`src/rcsd_pkg.sv`:
```
// rcsd_pkg: shared types and constants of the radio channel scaler.
// Used by every module of the block and by its checker; depends on nothing.
`default_nettype none

package rcsd_pkg;

  localparam int NUM_CHANNELS = 16;
  localparam int CH_W         = 4;
  localparam int RAW_W        = 11;
  localparam int VAL_W        = 10;
  localparam int DIFF_W       = RAW_W + 1;
  localparam int NUM_W        = RAW_W + VAL_W;
  localparam int DIV_STEPS    = VAL_W;
  localparam int CFG_IDX_W    = 2;
  localparam int CFG_DATA_W   = 10;

  localparam logic [VAL_W-1:0] SCALE_MAX    = VAL_W'(1000);
  localparam logic [VAL_W-1:0] SAFETY_LIMIT = VAL_W'(500);
  localparam logic [VAL_W-1:0] DEADBAND_RST = VAL_W'(5);
  localparam logic [CH_W-1:0]  SAFETY_RST   = '0;

  typedef enum logic [CFG_IDX_W-1:0] {
    CFG_DEADBAND  = 2'd0,
    CFG_SAFETY_CH = 2'd1
  } cfg_reg_e;

  typedef struct packed {
    logic [CH_W-1:0]  channel;
    logic [RAW_W-1:0] raw_value;
    logic [RAW_W-1:0] min_endpoint;
    logic [RAW_W-1:0] max_endpoint;
    logic             failsafe;
  } in_beat_t;

  typedef struct packed {
    logic [CH_W-1:0]  out_channel;
    logic [VAL_W-1:0] value;
    logic             safety_off;
  } out_beat_t;

  // Partial division state handed from cell to cell.
  typedef struct packed {
    logic [CH_W-1:0]  channel;
    logic             failsafe;
    logic             zero;      // equal endpoints or negative quotient
    logic             sat;       // quotient at or above full scale
    logic [RAW_W-1:0] divisor;
    logic [RAW_W-1:0] rem;
    logic [VAL_W-1:0] num_lo;    // numerator bits still to shift in
    logic [VAL_W-1:0] quo;
  } div_beat_t;

endpackage

`default_nettype wire

```
`src/rcsd_prep.sv`:
```
// rcsd_prep: first pipeline stage; endpoint differences, case flags and the
// scaled numerator. Depends on rcsd_pkg.
`default_nettype none

module rcsd_prep
  import rcsd_pkg::*;
(
  input  wire logic      clk,
  input  wire logic      rst_n,
  input  wire logic      up_valid,
  output logic           up_ready,
  input  wire in_beat_t  up_data,
  output logic           dn_valid,
  input  wire logic      dn_ready,
  output div_beat_t      dn_data
);

  logic              valid_r;
  div_beat_t         data_r;
  div_beat_t         data_nxt;
  logic [DIFF_W-1:0] span;
  logic [DIFF_W-1:0] offs;
  logic [RAW_W-1:0]  abs_span;
  logic [RAW_W-1:0]  abs_offs;
  logic [NUM_W-1:0]  numer;
  logic              span_zero;
  logic              sign_diff;

  assign up_ready = !valid_r || dn_ready;
  assign dn_valid = valid_r;
  assign dn_data  = data_r;

  always_comb begin
    offs      = {1'b0, up_data.raw_value} - {1'b0, up_data.min_endpoint};
    span      = {1'b0, up_data.max_endpoint} - {1'b0, up_data.min_endpoint};
    abs_offs  = offs[DIFF_W-1] ? RAW_W'(-offs) : offs[RAW_W-1:0];
    abs_span  = span[DIFF_W-1] ? RAW_W'(-span) : span[RAW_W-1:0];
    span_zero = (span == '0);
    sign_diff = offs[DIFF_W-1] != span[DIFF_W-1];
    numer     = NUM_W'(abs_offs) * NUM_W'(SCALE_MAX);

    data_nxt.channel  = up_data.channel;
    data_nxt.failsafe = up_data.failsafe;
    data_nxt.zero     = span_zero || sign_diff;
    data_nxt.sat      = abs_offs >= abs_span;
    data_nxt.divisor  = abs_span;
    // Quotient fits VAL_W bits on the divide path, so the top bits start below the divisor.
    data_nxt.rem      = numer[NUM_W-1:VAL_W];
    data_nxt.num_lo   = numer[VAL_W-1:0];
    data_nxt.quo      = '0;
  end

  always_ff @(posedge clk) begin
    if (!rst_n) begin
      valid_r <= 1'b0;
    end else if (up_ready) begin
      valid_r <= up_valid;
    end
  end

  always_ff @(posedge clk) begin
    if (up_valid && up_ready) begin
      data_r <= data_nxt;
    end
  end

endmodule

`default_nettype wire

```
`src/rcsd_div_cell.sv`:
```
// rcsd_div_cell: one restoring division step, one quotient bit per cell.
// Depends on rcsd_pkg.
`default_nettype none

module rcsd_div_cell
  import rcsd_pkg::*;
(
  input  wire logic      clk,
  input  wire logic      rst_n,
  input  wire logic      up_valid,
  output logic           up_ready,
  input  wire div_beat_t up_data,
  output logic           dn_valid,
  input  wire logic      dn_ready,
  output div_beat_t      dn_data
);

  logic             valid_r;
  div_beat_t        data_r;
  div_beat_t        data_nxt;
  logic [RAW_W:0]   trial;
  logic             fits;

  assign up_ready = !valid_r || dn_ready;
  assign dn_valid = valid_r;
  assign dn_data  = data_r;

  always_comb begin
    trial    = {up_data.rem, up_data.num_lo[VAL_W-1]};
    fits     = trial >= {1'b0, up_data.divisor};
    data_nxt = up_data;
    data_nxt.rem    = fits ? RAW_W'(trial - {1'b0, up_data.divisor}) : trial[RAW_W-1:0];
    data_nxt.num_lo = {up_data.num_lo[VAL_W-2:0], 1'b0};
    data_nxt.quo    = {up_data.quo[VAL_W-2:0], fits};
  end

  always_ff @(posedge clk) begin
    if (!rst_n) begin
      valid_r <= 1'b0;
    end else if (up_ready) begin
      valid_r <= up_valid;
    end
  end

  always_ff @(posedge clk) begin
    if (up_valid && up_ready) begin
      data_r <= data_nxt;
    end
  end

endmodule

`default_nettype wire

```
`src/rcsd_out_stage.sv`:
```
// rcsd_out_stage: saturation, deadband hold, per-channel store and the
// output register. Depends on rcsd_pkg.
`default_nettype none

module rcsd_out_stage
  import rcsd_pkg::*;
(
  input  wire logic             clk,
  input  wire logic             rst_n,
  input  wire logic [VAL_W-1:0] deadband,
  input  wire logic [CH_W-1:0]  safety_ch,
  input  wire logic             up_valid,
  output logic                  up_ready,
  input  wire div_beat_t        up_data,
  output logic                  dn_valid,
  input  wire logic             dn_ready,
  output out_beat_t             dn_data
);

  logic                    valid_r;
  out_beat_t               data_r;
  out_beat_t               data_nxt;
  logic [VAL_W-1:0]        prev_r [NUM_CHANNELS];
  logic [NUM_CHANNELS-1:0] above_r;
  logic [NUM_CHANNELS-1:0] above_nxt;
  logic [VAL_W-1:0]        prev;
  logic [VAL_W-1:0]        scaled;
  logic [VAL_W-1:0]        result;
  logic                    hold;
  logic                    load;

  assign up_ready = !valid_r || dn_ready;
  assign dn_valid = valid_r;
  assign dn_data  = data_r;
  assign load     = up_valid && up_ready;

  always_comb begin
    prev = prev_r[up_data.channel];
    // Equal endpoints and negative quotients win over saturation.
    if (up_data.zero) begin
      scaled = '0;
    end else if (up_data.sat) begin
      scaled = SCALE_MAX;
    end else begin
      scaled = up_data.quo;
    end
    // Strictly inside prev +/- deadband; sums kept one bit wider, no negatives.
    hold = ({1'b0, scaled} + {1'b0, deadband} > {1'b0, prev}) &&
           ({1'b0, scaled} < {1'b0, prev} + {1'b0, deadband});
    if (up_data.failsafe) begin
      result = '0;
    end else if (hold) begin
      result = prev;
    end else begin
      result = scaled;
    end

    above_nxt = above_r;
    above_nxt[up_data.channel] = result > SAFETY_LIMIT;

    data_nxt.out_channel = up_data.channel;
    data_nxt.value       = result;
    data_nxt.safety_off  = above_nxt[safety_ch];
  end

  always_ff @(posedge clk) begin
    if (!rst_n) begin
      valid_r <= 1'b0;
      above_r <= '0;
      for (int i = 0; i < NUM_CHANNELS; i++) begin
        prev_r[i] <= '0;
      end
    end else begin
      if (up_ready) begin
        valid_r <= up_valid;
      end
      if (load) begin
        above_r                 <= above_nxt;
        prev_r[up_data.channel] <= result;
      end
    end
  end

  always_ff @(posedge clk) begin
    if (load) begin
      data_r <= data_nxt;
    end
  end

endmodule

`default_nettype wire

```
`src/rc_channel_scale_deadband.sv`:
```
// rc_channel_scale_deadband: top level of the radio channel scaler.
// Depends on rcsd_pkg, rcsd_prep, rcsd_div_cell and rcsd_out_stage.
//
//   channel  | direction | handshake           | beat
//   ---------+-----------+---------------------+----------------------------
//   in_      | in        | in_valid / in_stall | in_data   (in_beat_t)
//   out_     | out       | out_valid/out_stall | out_data  (out_beat_t)
//   cfg_     | in        | cfg_valid/cfg_ready | cfg_index, cfg_data
//
// One beat enters per cycle when nothing backs up; the pipeline holds
// one prep stage, a chain of ten divider cells (one quotient bit per cell)
// and the output register. The divider chain sets the latency, not the rate.
// Reset clears every pipeline valid, zeros the per-channel store and loads
// deadband 5 and safety channel 0. out_stall holds the output register;
// each stage still takes a beat while it or its successor has room, so
// in_stall rises only once every stage holds a beat.
`default_nettype none

module rc_channel_scale_deadband
  import rcsd_pkg::*;
(
  input  wire logic                  clk,
  input  wire logic                  rst_n,
  input  wire logic                  in_valid,
  output logic                       in_stall,
  input  wire in_beat_t              in_data,
  output logic                       out_valid,
  input  wire logic                  out_stall,
  output out_beat_t                  out_data,
  input  wire logic                  cfg_valid,
  output logic                       cfg_ready,
  input  wire logic [CFG_IDX_W-1:0]  cfg_index,
  input  wire logic [CFG_DATA_W-1:0] cfg_data
);

  logic [VAL_W-1:0]     deadband_r;
  logic [CH_W-1:0]      safety_ch_r;
  logic                 prep_ready;
  logic [DIV_STEPS:0]   cell_vld;
  logic [DIV_STEPS:0]   cell_rdy;
  div_beat_t            cell_data [DIV_STEPS+1];

  // Registers take a write in any cycle.
  assign cfg_ready = 1'b1;

  always_ff @(posedge clk) begin
    if (!rst_n) begin
      deadband_r  <= DEADBAND_RST;
      safety_ch_r <= SAFETY_RST;
    end else if (cfg_valid && cfg_ready) begin
      unique case (cfg_index)
        CFG_DEADBAND:  deadband_r  <= cfg_data[VAL_W-1:0];
        CFG_SAFETY_CH: safety_ch_r <= cfg_data[CH_W-1:0];
        default: ;  // drop writes to unused indexes
      endcase
    end
  end

  assign in_stall = !prep_ready;

  // Offsets, flags and the scaled numerator.
  rcsd_prep u_prep (
    .clk      (clk),
    .rst_n    (rst_n),
    .up_valid (in_valid),
    .up_ready (prep_ready),
    .up_data  (in_data),
    .dn_valid (cell_vld[0]),
    .dn_ready (cell_rdy[0]),
    .dn_data  (cell_data[0])
  );

  // Divider chain: each cell shifts in one numerator bit and keeps one quotient bit.
  for (genvar g = 0; g < DIV_STEPS; g++) begin : g_cell
    rcsd_div_cell u_cell (
      .clk      (clk),
      .rst_n    (rst_n),
      .up_valid (cell_vld[g]),
      .up_ready (cell_rdy[g]),
      .up_data  (cell_data[g]),
      .dn_valid (cell_vld[g+1]),
      .dn_ready (cell_rdy[g+1]),
      .dn_data  (cell_data[g+1])
    );
  end

  // Saturate, apply the deadband against the stored value, update the store.
  rcsd_out_stage u_out (
    .clk       (clk),
    .rst_n     (rst_n),
    .deadband  (deadband_r),
    .safety_ch (safety_ch_r),
    .up_valid  (cell_vld[DIV_STEPS]),
    .up_ready  (cell_rdy[DIV_STEPS]),
    .up_data   (cell_data[DIV_STEPS]),
    .dn_valid  (out_valid),
    .dn_ready  (!out_stall),
    .dn_data   (out_data)
  );

endmodule

`default_nettype wire

```
`config.mk`:
```
export PLATFORM = sky130hd
export DESIGN_NAME = rc_channel_scale_deadband
export DESIGN_NICKNAME = d
export VERILOG_FILES = /design/src/rcsd_pkg.sv /design/src/rcsd_prep.sv /design/src/rcsd_div_cell.sv /design/src/rcsd_out_stage.sv /design/src/rc_channel_scale_deadband.sv
export SDC_FILE = /design/constraint.sdc
export NUM_CORES = 1
export LEC_CHECK = 0
export ABC_CLOCK_PERIOD_IN_PS = 8400
export BUFFER_PORTS_ARGS = -buffer_cell sky130_fd_sc_hd__buf_4
export CAP_MARGIN = 25
export CORE_MARGIN = 2
export CORE_UTILIZATION = 50
export CTS_BUF_LIST = sky130_fd_sc_hd__clkbuf_4
export CTS_CLUSTER_DIAMETER = 50
export CTS_CLUSTER_SIZE = 30
export DETAILED_ROUTE_END_ITERATION = 16
export HOLD_SLACK_MARGIN = 0.05
export PLACE_DENSITY = 0.76
export SLEW_MARGIN = 15
export SYNTH_ARGS = -nofsm -noshare
export SYNTH_HDL_FRONTEND = slang
export SYNTH_HIERARCHICAL = 1
export SYNTH_SLANG_ARGS = --single-unit
```
`constraint.sdc`:
```
create_clock -name clk -period 8.4 [get_ports clk]
set_input_delay 0 -clock clk [delete_from_list [all_inputs] [get_ports clk]]
set_output_delay 0 -clock clk [all_outputs]
set_load 0.05 [all_outputs]
```
==> impl_metrics.tcl <==
set metrics [dict create \
    die_w_um 265 \
    tightest_slew_ps 1110 \
    startpoint_type "flip-flop" \
    syn_area_um2 34000 \
    gp_congestion 0.885 \
    cts_root_buffer "clkbuf_4" \
    yosysWarningCount 6 \
    wl_per_cell_um 18.2 \
    crit_path_end_kind "flip-flop" \
    reg2reg_slack_ps 1310 \
    whs_ps 165 \
    drv_cap 0 \
    slew_headroom_pct 26.0 \
    drtAntennaViolNets 0 \
    finalCritPeriodShare_pct 84.4 \
    critPathMaxFanout 37 \
    htree_levels 2 \
    viasPerCell 5.63 \
    clk_latency_ps 990 \
    vias 22100 \
    cp_common_cell "a21oi_1" \
    rsz0062_at_grt "false" \
    avgSynthCellArea_um2 11.9 \
    post-place-cells 3703 \
    coreArea_um2 67300 \
    grt_overflow_total 0 \
    clockBufferDepth 3 \
    syn_inst 2846 \
    crit_required_ps 9110 \
    area_growth_pct 10.1 \
    start_util_pct 50.5 \
    finalSetupTns_ps 0 \
    dr.pass1.iters 5 \
    period_needed_ps 7090 \
    grtUsageTotal_pct 20.3 \
    cts_inserted_buffers 58 \
    cp_cell_sequence "buf_4, mux4_2, a22oi_1, nand2_1, ha_1, a21o_1, a21oi_1, o21bai_1, a21oi_1, o21bai_1, a21oi_1, o21bai_1, a21oi_1, xor2_1, ha_1, nand3_1, nor2_1, nand4_1, o211a_1, o32ai_4, mux2i_4, a31oi_1, a2111oi_0, a211oi_1" \
    drc_errors 0 \
    final_layout_size_suffix_gt1_share_pct 13.3 \
    grt_pass1_wl_um 115000 \
    powerDensity_nw_per_um2 289 \
    grt_pass1_vias 22000 \
    drt-total-wl_um 71600 \
    worstSetupPathType "flip-flop to flip-flop" \
    stdcell_count 3924 \
    power.leakage_nw 14.5 \
    dr.first_iter.drc_count 1719 \
    row_count 95 \
    dpl_cell_area_um2 35100 \
    clock-sinks 621 \
    hold_class "input port to flip-flop" \
    grt_start_max_net_pins 61 \
    cpPeakStageDelay_ps 900 \
    fmax_mhz 141 \
    dpl.hpwl_um 52000 \
    die_y_um 265 \
    critPathArrivalTime_ps 7800 \
    setup_violations 0 \
    clk_pin_slew_worst_paths_ps 210 \
    finish.instance_area_um2 37400 \
    cp_slowest_cell "mux2i_4" \
    final_nets 3320 \
    antenna_found_initial 3 \
    drv_slew 0 \
    postCtsResizedCells 0 \
    finalClockSkew_ps 99.5 \
    hold_violations 0 \
    cts_tree "yes" \
    io_pins 73 \
    dieArea_um2 70100 \
    ir_worst_vdd_uv 743 \
    status "finished clean" \
    port_buffers 71 \
]
## through the flow
| stage | utilization (%) | setup slack, ps | total power, W |
|---|---|---|---|
| floorplan | - | 2760 | 0.00791 |
| global placement | 52.1 | 1560 | 0.00870 |
| detailed placement | 52.1 | 1410 | 0.00885 |
| CTS | 55.5 | 1400 | 0.0109 |
| global route | 55.6 | 793 | 0.0117 |
| finish | 55.6 | 1310 | 0.0108 |
## timing repair
action	in CTS	in global routing
hold buffers	103	0
buffers inserted	0	0
endpoints found under the hold margin	268	0
## path summary, 6_finish.rpt
check / to / cells past startpoint / startpoint
setup / recovery: u_out/dn_data[0] / 24 / g_cell[9].u_cell/dn_data[45]
hold reg to reg: g_cell[7].u_cell/dn_data[5] / 0 / g_cell[6].u_cell/dn_data[4]
setup reg to reg: u_out/dn_data[0] / 24 / g_cell[9].u_cell/dn_data[45]
hold / removal: u_prep/dn_data[37] / 6 / in_data[16]
## area by class of cell
type                            count  area [um^2]
Antenna cell                        2         5.00
Fill cell                        5409        29900
Timing Repair Buffer              196         1780
Clock inverter                     51          777
Tap cell                          873         1090
Sequential cell                   621        18200
Clock buffer                       59          443
Inverter                          279         1050
Multi-Input combinational cell   1843        14000
## where the power goes
part           leakage [nW]  internal, W  switching (W)
Clock                 0.629     0.000582        0.00134
Combinational          8.04      0.00222        0.00275
Sequential             5.82      0.00384      0.0000815
Total                  14.5      0.00664        0.00418
## layout by cell type, fill, tap and decap left out, types with 19 or more instances in the layout
cell             n
a21o_1          38
a21oi_1        119
a31oi_1         21
and3_1          21
buf_4           86
clkbuf_4        59
dfxtp_1         42
dlygate4sd3_1  103
edfxtp_1       579
fa_1            42
ha_1           224
inv_1          277
mux2i_1         19
mux4_2          43
nand2_1        252
nand2b_1        54
nand3_1         20
nand4_1         38
nor2_1         286
nor2b_1         30
nor3_1          26
o211ai_1        22
o21ai_0         59
o21ai_1         20
o21ai_2         74
o31ai_1         20
xnor2_1         59
xor2_1          68
## worst max-delay path, delay by kind of cell (launching register included)
| kind | cells | cell delay [ps] |
|---|---|---|
| flip-flops | 1 | 380 |
| XOR/XNOR | 1 | 90 |
| AO/OA/AOI/OAI | 14 | 3250 |
| AND/OR/NAND/NOR | 4 | 540 |
| adder cells (fa/ha/maj) | 2 | 610 |
| multiplexers | 2 | 1480 |
| buffers and inverters | 1 | 500 |
## layer usage
| layer | global-route usage [%] | part of all wire [%] | vias to the layer above |
|---|---|---|---|
| li1 | - | - | 10600 |
| met1 | 25.5 | 41 | 10700 |
| met2 | 36.3 | 51 | 593 |
| met3 | 2.55 | 4.9 | 129 |
| met4 | 7.09 | 2.8 | 2 |
| met5 | 0 | 0.018 | - |
## registers in the layout, summed over array words and instances, names as in the netlist
register,cells
g_cell.u_cell/dn_valid,10
u_prep/dn_valid,1
u_out/prev_r,160
safety_ch_r,4
u_prep/dn_data,36
deadband_r,10
g_cell.u_cell/dn_data,368
u_out/dn_valid,1
u_out/dn_data,15
u_out/above_r,16
No activity file was read; power rests on OpenSTA's default activity.
